===== config.mk =====
export PLATFORM = sky130hd
export DESIGN_NAME = sit_front
export DESIGN_NICKNAME = d
export VERILOG_FILES = /design/src/sv/assert_macros.svh /design/src/sv/sit_pkg.sv /design/src/sv/sit_front.sv
export SDC_FILE = /design/constraint.sdc
export NUM_CORES = 1
export LEC_CHECK = 0
export BUFFER_PORTS_ARGS = -buffer_cell sky130_fd_sc_hd__buf_2
export CORE_MARGIN = 3
export CORE_UTILIZATION = 45
export DETAILED_ROUTE_END_ITERATION = 12
export GPL_TIMING_DRIVEN = 0
export PLACE_DENSITY = 0.81
export SLEW_MARGIN = 10
export SYNTH_ARGS = -nofsm -noshare
export SYNTH_HDL_FRONTEND = slang
export SYNTH_SLANG_ARGS = --single-unit

===== constraint.sdc =====
create_clock -name clk -period 3.5 [get_ports clk]
set_input_delay 0.35 -clock clk [delete_from_list [all_inputs] [get_ports clk]]
set_output_delay 0.35 -clock clk [all_outputs]
set_load 0.02 [all_outputs]

===== src/sv/assert_macros.svh =====
// assertion macros used by the top-level rtl file
`ifndef ASSERT_MACROS_SVH
`define ASSERT_MACROS_SVH

// concurrent check on the rising clock, idle while reset is asserted
`define ASSERT_CLKRST(label, prop, msg) \
    label: assert property (@(posedge clk) disable iff (!rst_n) (prop)) else $error(msg);

// concurrent check that also holds during reset
`define ASSERT_CLK(label, prop, msg) \
    label: assert property (@(posedge clk) (prop)) else $error(msg);

`endif


===== src/sv/sit_pkg.sv =====
// package: widths, codes and word types of the swap interleave translator
package sit_pkg;

    localparam int BLK_IN_W        = 24;
    localparam int BYTES_W         = 16;
    localparam int BLK_W           = BLK_IN_W + 1;
    localparam int SWAP_W          = 24;
    localparam int IL_W            = 16;
    localparam int CNT_W           = 3;
    localparam int DEV_W           = 16;
    localparam int IDX_W           = 2;
    localparam int CFG_IDX_W       = 3;
    localparam int CFG_DATA_W      = 24;

    localparam int BLOCK_BYTES     = 512;
    localparam int BLOCK_SHIFT     = $clog2(BLOCK_BYTES);
    localparam int SZ_W            = BYTES_W + 1 - BLOCK_SHIFT;
    localparam int MINIROOT_BLOCKS = 4096;
    localparam int MAX_DEVICES     = 4;

    localparam logic [SWAP_W-1:0] SWAP_SIZE_RST  = '0;
    localparam logic [IL_W-1:0]   IL_SIZE_RST    = IL_W'(1024);
    localparam logic [CNT_W-1:0]  DEV_COUNT_RST  = CNT_W'(1);

    typedef enum logic [CFG_IDX_W-1:0] {
        REG_SWAP_SIZE  = 3'd0,
        REG_IL_SIZE    = 3'd1,
        REG_DEV_COUNT  = 3'd2,
        REG_MINIROOT   = 3'd3,
        REG_DEVICE_0   = 3'd4,
        REG_DEVICE_1   = 3'd5,
        REG_DEVICE_2   = 3'd6,
        REG_DEVICE_3   = 3'd7
    } cfg_reg_t;

    typedef enum logic [1:0] {
        ST_OK     = 2'd0,
        ST_RANGE  = 2'd1,
        ST_CROSS  = 2'd2,
        ST_ABSENT = 2'd3
    } status_t;

    typedef struct packed {
        logic [SWAP_W-1:0]                  swap_size;
        logic [IL_W-1:0]                    interleave_size;
        logic [CNT_W-1:0]                   device_count;
        logic                               miniroot_enable;
        logic [MAX_DEVICES-1:0][DEV_W-1:0]  device;
    } cfg_t;

    typedef struct packed {
        logic [BLK_IN_W-1:0] block_number;
        logic [BYTES_W-1:0]  byte_count;
    } req_t;

    typedef struct packed {
        status_t             status;
        logic [IDX_W-1:0]    device_index;
        logic [DEV_W-1:0]    device_number;
        logic [BLK_IN_W-1:0] device_block;
    } rsp_t;

    // sideband riding along the chunk divider
    typedef struct packed {
        logic             fail_range;
        logic             multi;
        logic [SZ_W-1:0]  sz;
        logic [BLK_W-1:0] blk;
    } side1_t;

    // sideband riding along the device-count divider
    typedef struct packed {
        side1_t           s;
        logic [IL_W-1:0]  off;
    } side2_t;

endpackage


===== src/sv/sit_front.sv =====
// front stages: mini-root offset, block rounding, swap end check
module sit_front (
    input  logic                      clk,
    input  logic                      rst_n,
    input  logic                      en,
    input  logic                      load,
    input  sit_pkg::req_t             req,
    input  sit_pkg::cfg_t             cfg,
    input  logic                      multi,
    output logic                      valid_out,
    output logic [sit_pkg::BLK_W-1:0] blk_out,
    output sit_pkg::side1_t           side_out
);
    import sit_pkg::*;

    logic             a_valid_reg;
    logic [BLK_W-1:0] a_blk_reg;
    logic [BLK_W-1:0] a_blk_next;
    logic [SZ_W-1:0]  a_sz_reg;
    logic [SZ_W-1:0]  a_sz_next;
    logic [BYTES_W:0] bytes_round;
    logic             b_valid_reg;
    logic [BLK_W-1:0] b_blk_reg;
    side1_t           b_side_reg;
    side1_t           b_side_next;
    logic [BLK_W:0]   blk_end;

    always_comb
    begin
        bytes_round = {1'b0, req.byte_count} + (BYTES_W+1)'(BLOCK_BYTES - 1);
        a_sz_next   = bytes_round[BYTES_W:BLOCK_SHIFT];
        a_blk_next  = {1'b0, req.block_number}
                    + (cfg.miniroot_enable ? BLK_W'(MINIROOT_BLOCKS) : '0);
    end

    always_comb
    begin
        blk_end                = {1'b0, a_blk_reg} + (BLK_W+1)'(a_sz_reg);
        b_side_next.fail_range = (blk_end > (BLK_W+1)'(cfg.swap_size));
        b_side_next.multi      = multi;
        b_side_next.sz         = a_sz_reg;
        b_side_next.blk        = a_blk_reg;
    end

    always_ff @(posedge clk or negedge rst_n)
    begin
        if (!rst_n)
        begin
            a_valid_reg <= 1'b0;
            b_valid_reg <= 1'b0;
        end
        else if (en)
        begin
            a_valid_reg <= load;
            b_valid_reg <= a_valid_reg;
        end
    end

    always_ff @(posedge clk)
    begin
        if (en)
        begin
            a_blk_reg  <= a_blk_next;
            a_sz_reg   <= a_sz_next;
            b_blk_reg  <= a_blk_reg;
            b_side_reg <= b_side_next;
        end
    end

    assign valid_out = b_valid_reg;
    assign blk_out   = b_blk_reg;
    assign side_out  = b_side_reg;

endmodule


### Word-level counts from Yosys, hierarchy flattened

Cells that the tools add are included.

| storage, ports and cells | value |
|---|---|
| register bits | 70 |
| logic and storage cells | 13 |

| cells by class | value |
|---|---|
| order comparisons | 1 |
| add/subtract/negate cells | 3 |
| muxes and demuxes | 1 |

Operators by type and width:

| kind | number |
|---|---|
| $add A25 B8 Y26 | 1 |
| $gt A26 B24 Y1 | 1 |
| $add A24 B13 Y25 | 1 |
| $add A16 B9 Y17 const B | 1 |
| $mux W13 | 1 |

### Logic depth before layout (Yosys ltp)

| logic depth | value |
|---|---|
| word-level depth | 2 |
| gate-level depth with buffers | 14 |
| gate-level depth less buffers | 14 |

### Worst setup path before layout

Ideal clock, no wire load.

| timing path | value |
|---|---|
| kind | register to register |
| start point | reg a_blk_reg[0] |
| end point | reg b_side_reg, in the netlist side_out[34], data pin |
| arrival | 2.879 ns |
| path slack | 0.357 ns |
| cell stages (with the launch flop) | 15 |
| period minus slack after synthesis | 3.143 ns |
| path buffers | 0 |
| required time | 3.236 ns |
| path through | edfxtp_1 -> ha_1 -> fa_1 -> a211oi_1 -> o21a_1 -> a21oi_4 -> nand2_2 -> nor2_1 -> xnor2_1 -> ha_1 -> nand4_1 -> a21oi_1 -> a2111oi_0 -> o2111a_1 -> o22ai_1 |

RTL lines:

| item | line | text |
|---|---|---|
| start: declaration | sit_front.sv:17 | `logic [BLK_W-1:0] a_blk_reg;` |
| start signal: assignment | sit_front.sv:63 | `a_blk_reg <= a_blk_next;` |
| end signal: assignment | sit_front.sv:66 | `b_side_reg <= b_side_next;` |
| end: declaration | sit_front.sv:24 | `side1_t b_side_reg;` |

==> results.py <==
metrics = {
    "outcome": {
        "status": "finished, final reports clean",
    },
    "floorplan": {
        "die_w_um": 99.2,
        "start_util": 0.468,
        "die_h_um": 99.2,
        "core_area_mm2": 0.00834,
        "dieArea_mm2": 0.00983,
        "rows": 33,
        "io_pins": 214,
    },
    "place": {
        "gp_congestion": 0.885,
        "place_ws_ns": -0.0123,
        "place_inst": 552,
        "dp_hpwl_mm": 6.52,
        "portBuffers": 130,
    },
    "detailed_routing": {
        "first_pass_iters": 4,
        "routed_wl_mm": 8.34,
        "drt_iter0_drc": 56,
        "wl_per_cell_um": 14.5,
        "routed-via-count": 2800,
        "via_per_inst": 4.87,
        "detail-route-antenna-nets": 0,
        "drcViolationCount": 0,
    },
    "grt": {
        "grt_pass1_vias": 2846,
        "grt_antenna_before_repair": 0,
        "grt_use_total": 0.172,
        "grt_pass1_wl_mm": 13.2,
        "grt_max_degree": 71,
        "gr-total-overflow": 0,
    },
    "timing": {
        "hold_ws_ns": 0.171,
        "hold_viol_final": 0,
        "rsz0062_at_grt": "no",
        "fin_crit_ns": 3.28,
        "timing.final.max_slew_violations": 0,
        "timing.fmax_mhz": 305,
        "setup_ws_ns": 0.218,
        "period_share": 0.938,
        "slew_headroom": 0.416,
        "worst_slew_pin_slew_ns": 0.876,
        "finalClockSkew_ns": 0.0101,
        "setup_viol": 0,
    },
    "logic_synthesis": {
        "yosys-top-cells-area": "edfxtp_1 52%, ha_1 11%, xnor2_1 4.9%, buf_4 4.8%, xor2_1 3.6%",
        "synth_edf_count": 68,
        "synthesis.area_mm2": 0.00390,
        "synthDominantCellAreaShare": 0.523,
        "syn_inst": 317,
        "syn_area_per_cell_um2": 12.3,
        "ys_ff_latch": 70,
        "synth_cell_types": 38,
        "synth_ff_type": "edfxtp_1",
        "yosysTopAreaCell": "edfxtp_1",
        "synth_fp_nets": 505,
        "synthArstFlopShare": 0.0286,
        "seq_area_frac_synth": 0.536,
        "yosys_warnings": 0,
    },
    "setup_path": {
        "cp-start-kind": "flip-flop",
        "crit_type": "reg -> reg",
        "crit_fanout": 3,
        "end_kind": "flip-flop",
        "cp.arrival_ns": 3.38,
        "r2r_setup_slack_ns": 0.22,
        "required_ns": 3.60,
    },
    "final_layout": {
        "area_delta_synth_final_pct": 27.5,
        "final_net_count": 653,
        "layout_common_cells": "129 x buf_2, 68 x edfxtp_1, 32 x ha_1, 32 x buf_4, 30 x inv_1",
        "antenna_cells": 0,
        "final_common_cell": "buf_2",
        "fin_util": 0.597,
        "final_cells": 575,
        "drive_gt1_frac": 0.411,
    },
    "power": {
        "p_per_area_mw_per_mm2": 444,
        "p_total_mw": 2.21,
        "p_leak_nw": 2.27,
        "ir_worst_vdd_uv": 270,
    },
    "clocking": {
        "cts_num_sinks": 70,
        "clockBufferDepth": 2,
        "numCtsBuffers": 9,
        "cts_htree_levels": 3,
        "cts_tree": "done",
        "clk_latency_ns": 0.35,
        "cts-root-buf": "clkbuf_8",
        "clk_pin_slew_ns": 0.08,
    },
    "job": {
        "maxCapViolCount": 0,
    },
    "min_path": {
        "hold_path_class": "in -> reg",
    },
}
==> critical path, stage by stage (launching register included) <==
cell and delay [ns]:
edfxtp_1 0.43, ha_1 0.24, fa_2 0.38, a211oi_2 0.23, o21a_2 0.20, buf_4 0.12
o21bai_1 0.05, a21oi_1 0.18, xnor2_1 0.16, ha_1 0.27, a21o_1 0.16, a221oi_1 0.31
o2111a_1 0.22, o22ai_1 0.08
==> power breakdown <==
group | switching [mW] | total [mW] | internal (mW) | leakage [nW]
Clock | 0.300 | 0.650 | 0.350 | 0.0959
Sequential | 0.0461 | 1.05 | 1.00 | 0.688
Combinational | 0.277 | 0.515 | 0.238 | 1.48
==> routing by layer <==
metal  track usage  wire, µm
met1         0.221      3640
met3        0.0393       463
met2         0.278      4020
met4        0.0788       214
met5             0         0
==> synthesized netlist by cell type, types with 2 or more instances <==
cell       n
dfrtp_1    2
o21ai_0    4
nand3_1   15
a211oi_1   2
nor2b_1    2
o21bai_1   3
buf_4     25
o21a_1     4
a21o_1     9
nor2_1    19
xor2_1    16
a21oi_1    9
xnor2_1   22
nor3_1     2
o211ai_1   2
and4_1     2
inv_1     30
mux2_2     2
and3_1     6
nand4_1    8
o22ai_1    2
nand2_1   14
edfxtp_1  68
ha_1      34
a21oi_4    2
==> path summary, 6_finish.rpt <==
kind / start / to / cells past startpoint
max: a_sz_reg[0]$_DFFE_PP_ / side_out[34]$_DFFE_PP_ / 13
min: req[24] / a_blk_reg[8]$_DFFE_PP_ / 1
max reg2reg: a_sz_reg[0]$_DFFE_PP_ / side_out[34]$_DFFE_PP_ / 13
min reg2reg: a_blk_reg[4]$_DFFE_PP_ / blk_out[4]$_DFFE_PP_ / 0
max in group asynchronous: rst_n / valid_out$_DFFE_PN0P_ / 2
min in group asynchronous: rst_n / a_valid_reg$_DFFE_PN0P_ / 2
==> logic make-up after synthesis <==
| family | after synthesis | share of synthesized area |
|---|---|---|
| adders and majority gates | 35 | 0.114 |
| and+or+nand+nor | 73 | 0.0958 |
| DFF | 70 | 0.536 |
| buffers and inverters | 55 | 0.0769 |
| xor gates and xnor gates | 38 | 0.0852 |
| muxes | 2 | 0.00577 |
| AOI/OAI and AO/OA | 44 | 0.0865 |
==> layout make-up <==
cell class,count,area (µm²)
plain buffers,25,188
clock buffers,11,141
clock inverters,5,58.8
fillers,692,3360
inverters,30,113
multi-input cells,192,1550
flip-flops and latches,70,2090
well taps,105,131
repair buffers,137,708
==> metrics by stage <==
step	area, µm²	TNS (ns)
after global placement	4690	0
after global routing	4980	0
final	4980	0
after floorplan	3910	0
after CTS	4920	0
after detailed placement	4690	-0.0123
==> repair_timing <==
action	4_1_cts	5_1_grt
pin swaps	1	5
gates cloned	0	0
gates resized for setup	2	6
hold endpoints to repair	2	0
endpoints found under the setup margin	1	1
hold buffers	1	0
setup buffers	2	4
No activity file was read; power rests on OpenSTA's default activity.
