<file path="config.mk">
export PLATFORM = sky130hd
export DESIGN_NAME = sit_back
export DESIGN_NICKNAME = d
export VERILOG_FILES = /design/src/sv/assert_macros.svh /design/src/sv/sit_pkg.sv /design/src/sv/sit_back.sv
export SDC_FILE = /design/constraint.sdc
export NUM_CORES = 1
export LEC_CHECK = 0
export ABC_CLOCK_PERIOD_IN_PS = 3600
export BUFFER_PORTS_ARGS = -buffer_cell sky130_fd_sc_hd__buf_4
export CAP_MARGIN = 40
export CORE_MARGIN = 2
export CORE_UTILIZATION = 45
export CTS_CLUSTER_SIZE = 40
export DETAILED_ROUTE_END_ITERATION = 16
export GPL_TIMING_DRIVEN = 0
export PLACE_DENSITY_LB_ADDON = 0.12
export SLEW_MARGIN = 5
export SYNTH_ARGS = -nofsm -noshare
export SYNTH_HDL_FRONTEND = slang
export SYNTH_SLANG_ARGS = --single-unit
</file>
<file path="constraint.sdc">
create_clock -name clk -period 3.6 [get_ports clk]
set_clock_uncertainty 0.15 [all_clocks]
set_input_delay 0.18 -clock clk [delete_from_list [all_inputs] [get_ports clk]]
set_output_delay 0.18 -clock clk [all_outputs]
set_load 0.05 [all_outputs]
</file>
<file path="src/sv/assert_macros.svh">
// assertion macros used by the top-level rtl file
`ifndef ASSERT_MACROS_SVH
`define ASSERT_MACROS_SVH

// concurrent check on the rising clock, idle while reset is asserted
`define ASSERT_CLKRST(label, prop, msg) \
    label: assert property (@(posedge clk) disable iff (!rst_n) (prop)) else $error(msg);

// concurrent check that also holds during reset
`define ASSERT_CLK(label, prop, msg) \
    label: assert property (@(posedge clk) (prop)) else $error(msg);

`endif

</file>
<file path="src/sv/sit_pkg.sv">
// package: widths, codes and word types of the swap interleave translator
package sit_pkg;

    localparam int BLK_IN_W        = 24;
    localparam int BYTES_W         = 16;
    localparam int BLK_W           = BLK_IN_W + 1;
    localparam int SWAP_W          = 24;
    localparam int IL_W            = 16;
    localparam int CNT_W           = 3;
    localparam int DEV_W           = 16;
    localparam int IDX_W           = 2;
    localparam int CFG_IDX_W       = 3;
    localparam int CFG_DATA_W      = 24;

    localparam int BLOCK_BYTES     = 512;
    localparam int BLOCK_SHIFT     = $clog2(BLOCK_BYTES);
    localparam int SZ_W            = BYTES_W + 1 - BLOCK_SHIFT;
    localparam int MINIROOT_BLOCKS = 4096;
    localparam int MAX_DEVICES     = 4;

    localparam logic [SWAP_W-1:0] SWAP_SIZE_RST  = '0;
    localparam logic [IL_W-1:0]   IL_SIZE_RST    = IL_W'(1024);
    localparam logic [CNT_W-1:0]  DEV_COUNT_RST  = CNT_W'(1);

    typedef enum logic [CFG_IDX_W-1:0] {
        REG_SWAP_SIZE  = 3'd0,
        REG_IL_SIZE    = 3'd1,
        REG_DEV_COUNT  = 3'd2,
        REG_MINIROOT   = 3'd3,
        REG_DEVICE_0   = 3'd4,
        REG_DEVICE_1   = 3'd5,
        REG_DEVICE_2   = 3'd6,
        REG_DEVICE_3   = 3'd7
    } cfg_reg_t;

    typedef enum logic [1:0] {
        ST_OK     = 2'd0,
        ST_RANGE  = 2'd1,
        ST_CROSS  = 2'd2,
        ST_ABSENT = 2'd3
    } status_t;

    typedef struct packed {
        logic [SWAP_W-1:0]                  swap_size;
        logic [IL_W-1:0]                    interleave_size;
        logic [CNT_W-1:0]                   device_count;
        logic                               miniroot_enable;
        logic [MAX_DEVICES-1:0][DEV_W-1:0]  device;
    } cfg_t;

    typedef struct packed {
        logic [BLK_IN_W-1:0] block_number;
        logic [BYTES_W-1:0]  byte_count;
    } req_t;

    typedef struct packed {
        status_t             status;
        logic [IDX_W-1:0]    device_index;
        logic [DEV_W-1:0]    device_number;
        logic [BLK_IN_W-1:0] device_block;
    } rsp_t;

    // sideband riding along the chunk divider
    typedef struct packed {
        logic             fail_range;
        logic             multi;
        logic [SZ_W-1:0]  sz;
        logic [BLK_W-1:0] blk;
    } side1_t;

    // sideband riding along the device-count divider
    typedef struct packed {
        side1_t           s;
        logic [IL_W-1:0]  off;
    } side2_t;

endpackage

</file>
<file path="src/sv/sit_back.sv">
// back stage: device block product, interleave crossing check, result word
module sit_back (
    input  logic                      clk,
    input  logic                      rst_n,
    input  logic                      en,
    input  sit_pkg::cfg_t             cfg,
    input  logic [sit_pkg::IL_W-1:0]  il_eff,
    input  logic                      valid_in,
    input  logic [sit_pkg::BLK_W-1:0] seg_quot,
    input  logic [sit_pkg::CNT_W-1:0] seg_rem,
    input  sit_pkg::side2_t           side_in,
    output logic                      valid_out,
    output sit_pkg::rsp_t             rsp
);
    import sit_pkg::*;

    logic                  c_valid_reg;
    logic [BLK_IN_W-1:0]   c_prod_reg;
    logic [BLK_IN_W-1:0]   c_prod_next;
    logic [IL_W-1:0]       c_off_reg;
    logic [BLK_IN_W-1:0]   c_blk_reg;
    logic [IDX_W-1:0]      c_idx_reg;
    logic                  c_multi_reg;
    logic                  c_fail_range_reg;
    logic                  c_fail_cross_reg;
    logic                  c_fail_cross_next;
    logic [BLK_IN_W+IL_W-1:0] prod_full;
    logic [IL_W:0]         off_end;
    logic [IDX_W-1:0]      idx;
    logic [DEV_W-1:0]      devnum;
    logic [BLK_IN_W-1:0]   dblk;

    always_comb
    begin
        prod_full         = seg_quot[BLK_IN_W-1:0] * il_eff;
        c_prod_next       = prod_full[BLK_IN_W-1:0];
        off_end           = {1'b0, side_in.off} + (IL_W+1)'(side_in.s.sz);
        c_fail_cross_next = (off_end > {1'b0, il_eff});
    end

    always_ff @(posedge clk or negedge rst_n)
    begin
        if (!rst_n)
        begin
            c_valid_reg <= 1'b0;
        end
        else if (en)
        begin
            c_valid_reg <= valid_in;
        end
    end

    always_ff @(posedge clk)
    begin
        if (en)
        begin
            c_prod_reg       <= c_prod_next;
            c_off_reg        <= side_in.off;
            c_blk_reg        <= side_in.s.blk[BLK_IN_W-1:0];
            c_idx_reg        <= seg_rem[IDX_W-1:0];
            c_multi_reg      <= side_in.s.multi;
            c_fail_range_reg <= side_in.s.fail_range;
            c_fail_cross_reg <= c_fail_cross_next;
        end
    end

    always_comb
    begin
        idx    = c_multi_reg ? c_idx_reg : '0;
        dblk   = c_multi_reg ? (c_prod_reg + BLK_IN_W'(c_off_reg)) : c_blk_reg;
        devnum = cfg.device[idx];
        rsp    = '0;
        if (c_fail_range_reg)
        begin
            rsp.status = ST_RANGE;
        end
        else if (c_multi_reg && c_fail_cross_reg)
        begin
            rsp.status = ST_CROSS;
        end
        else
        begin
            rsp.status        = (devnum == '0) ? ST_ABSENT : ST_OK;
            rsp.device_index  = idx;
            rsp.device_number = devnum;
            rsp.device_block  = dblk;
        end
    end

    assign valid_out = c_valid_reg;

endmodule

</file>
## Word level (Yosys, flattened, before mapping)

Index checks and enable logic that the tools add are counted.

- Add/sub/neg operators: 2
- Multiply operators: 1
- Order comparisons: 2
- Mux-type cells: 9
- Reductions and logical operators: 2

Operators with widths:

| kind | count |
|---|---|
| two-way mux 42 bit | 2 |
| binary-select mux 16 bit (select 2 bit) | 1 |
| adder 24 x 16 -> 24 bit | 1 |
| multiplier 24 x 16 -> 24 bit | 1 |
| two-way mux 24 bit | 1 |
| adder 16 x 8 -> 17 bit | 1 |
| > comparator 17 x 16 -> 1 bit | 1 |
| logical NOT 16 bit | 1 |
| two-way mux 16 bit | 1 |
| two-way mux 2 bit | 4 |
| < comparator 2 x 3 -> 1 bit (second input constant) | 1 |
| logical AND 1 bit | 1 |

- Register bits after elaboration: 70
- Bits of input ports: 207
- Output and inout bits: 45

## Depth between registers and ports, before layout

- Depth in word-level cells: 7
- Depth in mapped cells: 22

## Worst setup path after synthesis

No wires, ideal clock.

- Kind: input-to-reg
- From: input il_eff[7] (netlist name)
- To: register c_prod_reg[19] (data pin)
- Data arrival time: 5274 ps
- Path slack: -2083 ps
- Stages: 20
- Cells stage by stage: clkbuf_1 > clkbuf_1 > nand2_1 > fa_1 > inv_1 > fa_1 > inv_1 > fa_1 > inv_1 > fa_1 > fa_1 > inv_1 > fa_1 > inv_1 > ha_1 > or2_2 > a2111o_1 > a31o_2 > a211oi_1 > nor2_1

- Cells in the longest elaborated chain, start to end: 1

RTL lines:

| item | RTL line | text |
|---|---|---|
| start, declared | sit_back.sv:7 | `input logic [sit_pkg::IL_W-1:0] il_eff,` |
| multiplier 24 x 16 -> 24 bit | sit_back.sv:35 | `prod_full = seg_quot[BLK_IN_W-1:0] * il_eff;` |
| named net prod_full[19] | sit_back.sv:27 | `logic [BLK_IN_W+IL_W-1:0] prod_full;` |
| end signal, assigned | sit_back.sv:57 | `c_prod_reg <= c_prod_next;` |
| end, declared | sit_back.sv:18 | `logic [BLK_IN_W-1:0] c_prod_reg;` |

The timed path passes the listed nets, and every way through them passes these cells.
A chain may end at the register's enable or synchronous reset.

## Worst setup path after layout

- From: input seg_quot[4] (netlist name)
- To: register c_prod_reg[19] (data pin)

- Cells in the longest elaborated chain, start to end: 1

RTL lines:

| item | RTL line | text |
|---|---|---|
| start, declared | sit_back.sv:9 | `input logic [sit_pkg::BLK_W-1:0] seg_quot,` |
| multiplier 24 x 16 -> 24 bit | sit_back.sv:35 |  |
| named net prod_full[19] | sit_back.sv:27 |  |

The timed path passes the listed nets, and every way through them passes these cells.

==> flow_summary.yaml <==
status:
  status: "finished, violations left"
  violations: "setup timing"
timing:
  fin_crit_ps: 5220
  fin_crit_sh: 1.45
  finalSetupTns_ps: -20560
  rsz0062_at_grt: "yes"
  setup_viol: 17
  fin_ws_ps: -1620
  fmax_mhz: 192
  max-slew-margin-rel: 0.402
  slew_viol_final: 0
  final_hold_viol_count: 0
  tightest_slew_ps: 897
yosys:
  async_flop_share: 0.0143
  yosysWarnings: 0
  yosysTopAreaCell: "fa_1"
  synth_area_um2: 12700
  synth_top_area_frac: 0.305
  syn-num-nets: 1876
  syn_inst: 1378
  synth_edf_count: 69
  synth_seq_cells: 70
  ys_seq_area_frac: 0.165
  avgSynthCellArea_um2: 9.23
  synthTopCellsByArea: "fa_1, edfxtp_1, ha_1"
  synth_flop_cell: "edfxtp_1"
  synth_cell_types: 60
worst_setup_path:
  setup.worst_path.end_class: "register"
  cpMaxStageDelayCell: "fa_2"
  cp_data_required_time_ps: 3530
  cp_max_fo: 4
  worstRegToRegCells: 1
  r2r-end: "valid_out"
  worstPathArrival_ps: 5150
  cp-start-kind: "input port"
  slowest_delay_ps: 580
  path_class: "input port to register"
  r2r-start: "valid_out"
  cp_cell_sequence: "buf_12 -> clkbuf_16 -> and2_4 -> fa_1 -> inv_2 -> fa_2 -> fa_2 -> inv_2 -> ha_4 -> fa_1 -> inv_1 -> fa_1 -> inv_2 -> ha_4 -> or3_1 -> o22a_2 -> a2111o_1 -> a31o_2 -> a211oi_2 -> nor2_1"
  r2r_slack_ps: 2700
drt:
  dr.pass1.iters: 5
  finalWirelength_um: 39900
  viasPerCell: 5.20
  antenna_left: 0
  vias: 10800
  routedWlPerCell_um: 19.3
  drt_iter0_markers: 658
  drc: 0
floorplan:
  initial_core_util: 0.458
  row_count: 61
  die_h_um: 172
  core_area_um2: 27800
  die_w_um: 172
  die-area_um2: 29600
  io_pins: 252
power_and_ir_drop:
  p_int_mw: 9.04
  netSwitchingFraction: 0.487
  switching_power_mw: 8.60
  peakVddDrop_mv: 0.913
  share_comb_of_total_power: 0.855
  p_seq_frac: 0.095
  p_leak_nw: 8.12
  clock_power_share: 0.050
  p_per_area_nw_per_um2: 1020
worst_hold_path:
  hold_path.class: "input port to register"
  hold-path-cell-count: 2
  min_to: "c_prod_reg[0]"
  worstHoldStart: "il_eff[0]"
cts:
  clkLatencyLatePin_ps: 330
  clockBufferDepth: 2
  cts_buffers: 9
  clk_pin_slew_ps: 60
  clk_root_buffer_cell: "clkbuf_16"
  htreeDepth: 3
  cts_tree: "done"
  cts_sinks: 70
place:
  place_hpwl_um: 31000
  dpl_worst_slack_ps: -2420
  io_buffers: 198
  finalWeightedCongestion: 0.896
grt:
  top_usage_layer: "met2"
  grtUsageMet1: 0.343
  grt_pass1_wl_um: 62600
  overflow: 0
  grt.met3_usage: 0.0302
  grt_pass1_vias: 11700
  antenna_found_initial: 0
  gr-usage-all-layers: 0.278
  use_met2: 0.496
  grt_max_degree: 71
finish:
  final_layout_size_suffix_gt1_frac: 0.248
  fin_nets: 2188
  syn_to_final_growth_pct: 35.9
  antennaDiodeCount: 0
flow_run:
  max_cap_violations: 0
cells in the final DEF, fill, tap and decap left out, types with 17 or more instances in the layout:
cell type | synthesis | routed
a211oi_1 | 40 | 37
xor2_1 | 20 | 20
buf_6 | 0 | 17
xnor2_1 | 59 | 54
buf_4 | 0 | 220
fa_1 | 194 | 187
mux2i_1 | 23 | 23
clkbuf_16 | 0 | 35
nor2b_1 | 22 | 22
and2_1 | 117 | 106
nand2_1 | 166 | 157
a21o_1 | 22 | 21
a21oi_1 | 40 | 33
nor2_1 | 38 | 36
edfxtp_1 | 69 | 69
ha_1 | 97 | 78
dlygate4sd3_1 | 0 | 47
o21ai_0 | 23 | 17
inv_1 | 261 | 247
timing repair:
item,CTS,global route
hold endpoints to repair,46,0
setup buffers,49,8
cloned,6,0
resized for setup,171,43
setup endpoints to repair,21,21
pin swaps,65,32
hold buffers,47,0
layer usage:
layer	up-vias	share of wire
met5	-	0
met1	5315	0.42
met3	84	0.053
li1	5024	-
met2	364	0.49
met4	0	0.041
area by class of cell:
type | instances | area [µm²]
flip-flops and latches | 70 | 2100
clock inverters | 7 | 73.8
repair buffers | 305 | 2720
inverters | 261 | 980
multi-input cells | 989 | 9930
plain buffers | 54 | 778
well taps | 378 | 473
clock buffers | 9 | 225
fillers | 2381 | 10500
per-stage QoR:
step / power (mW) / cell area [µm²] / instances / hold WS, ps / utilization
after CTS: 16.6 / 17100 / 2067 / 97.7 / 0.615
final: 17.6 / 17300 / 2073 / 97.2 / 0.622
after global placement: 14.4 / 15000 / 1954 / -194 / 0.539
after global routing: 19.3 / 17300 / 2073 / 112 / 0.622
after detailed placement: 14.5 / 15000 / 1954 / -194 / 0.539
after floorplan: 11.5 / 13000 / 1378 / -266 / -
cell families (layout without fill, tap and decap cells):
family / count (synthesis) / count (layout) / share of synthesized area
flops: 70 / 70 / 0.165
simple gates: 410 / 410 / 0.162
xor+xnor: 79 / 79 / 0.0544
compound gates: 183 / 183 / 0.103
mux: 26 / 26 / 0.0208
fa+ha+maj: 291 / 291 / 0.401
buf+inv: 319 / 636 / 0.0943
worst max path at each step:
stage          slack (ps)             end    startpoint
2_1_floorplan       -1660  c_prod_reg[19]     il_eff[5]
3_3_place_gp        -2440  c_prod_reg[23]  seg_quot[12]
3_5_place_dp        -2420  c_prod_reg[23]  seg_quot[12]
4_1_cts             -1620  c_prod_reg[23]     il_eff[5]
5_1_grt             -1750  c_prod_reg[23]  seg_quot[11]
6_report            -1620  c_prod_reg[19]   seg_quot[4]
critical path: cells and delay by family:
family	cells	cell delay, ps
AND/OR/NAND/NOR	3	530
buffers and inverters	6	460
adder cells (fa/ha/maj)	7	2870
AO/OA/AOI/OAI	4	1130
synth_stat cells, types with 2 or more instances:
library cell / n
a2111oi_2: 2
a211oi_1: 40
a211oi_2: 2
a21o_1: 22
a21oi_1: 40
a21oi_2: 3
a31oi_1: 2
and2_1: 117
and3_1: 6
buf_1: 2
clkbuf_1: 55
edfxtp_1: 69
fa_1: 194
ha_1: 97
inv_1: 261
mux2_2: 3
mux2i_1: 23
nand2_1: 166
nand2b_1: 8
nand3_1: 11
nand3b_1: 4
nand4_1: 9
nor2_1: 38
nor2b_1: 22
nor3_1: 3
nor4_1: 15
o21a_1: 10
o21ai_0: 23
o21ai_1: 4
o21bai_1: 12
o31a_1: 3
o31ai_1: 2
o31ai_2: 2
or2_2: 2
or3_1: 4
xnor2_1: 59
xor2_1: 20
power by group through the flow:
stage               clock [mW]  sequential, mW  combinational [mW]
CTS                      0.896            1.67                14.1
floorplan                    0            1.65                9.89
global placement             0            1.68                12.7
detailed placement           0            1.69                12.8
global route             0.932            1.69                16.7
finish                   0.884            1.67                15.1
Power figures use the tool's default switching activity.
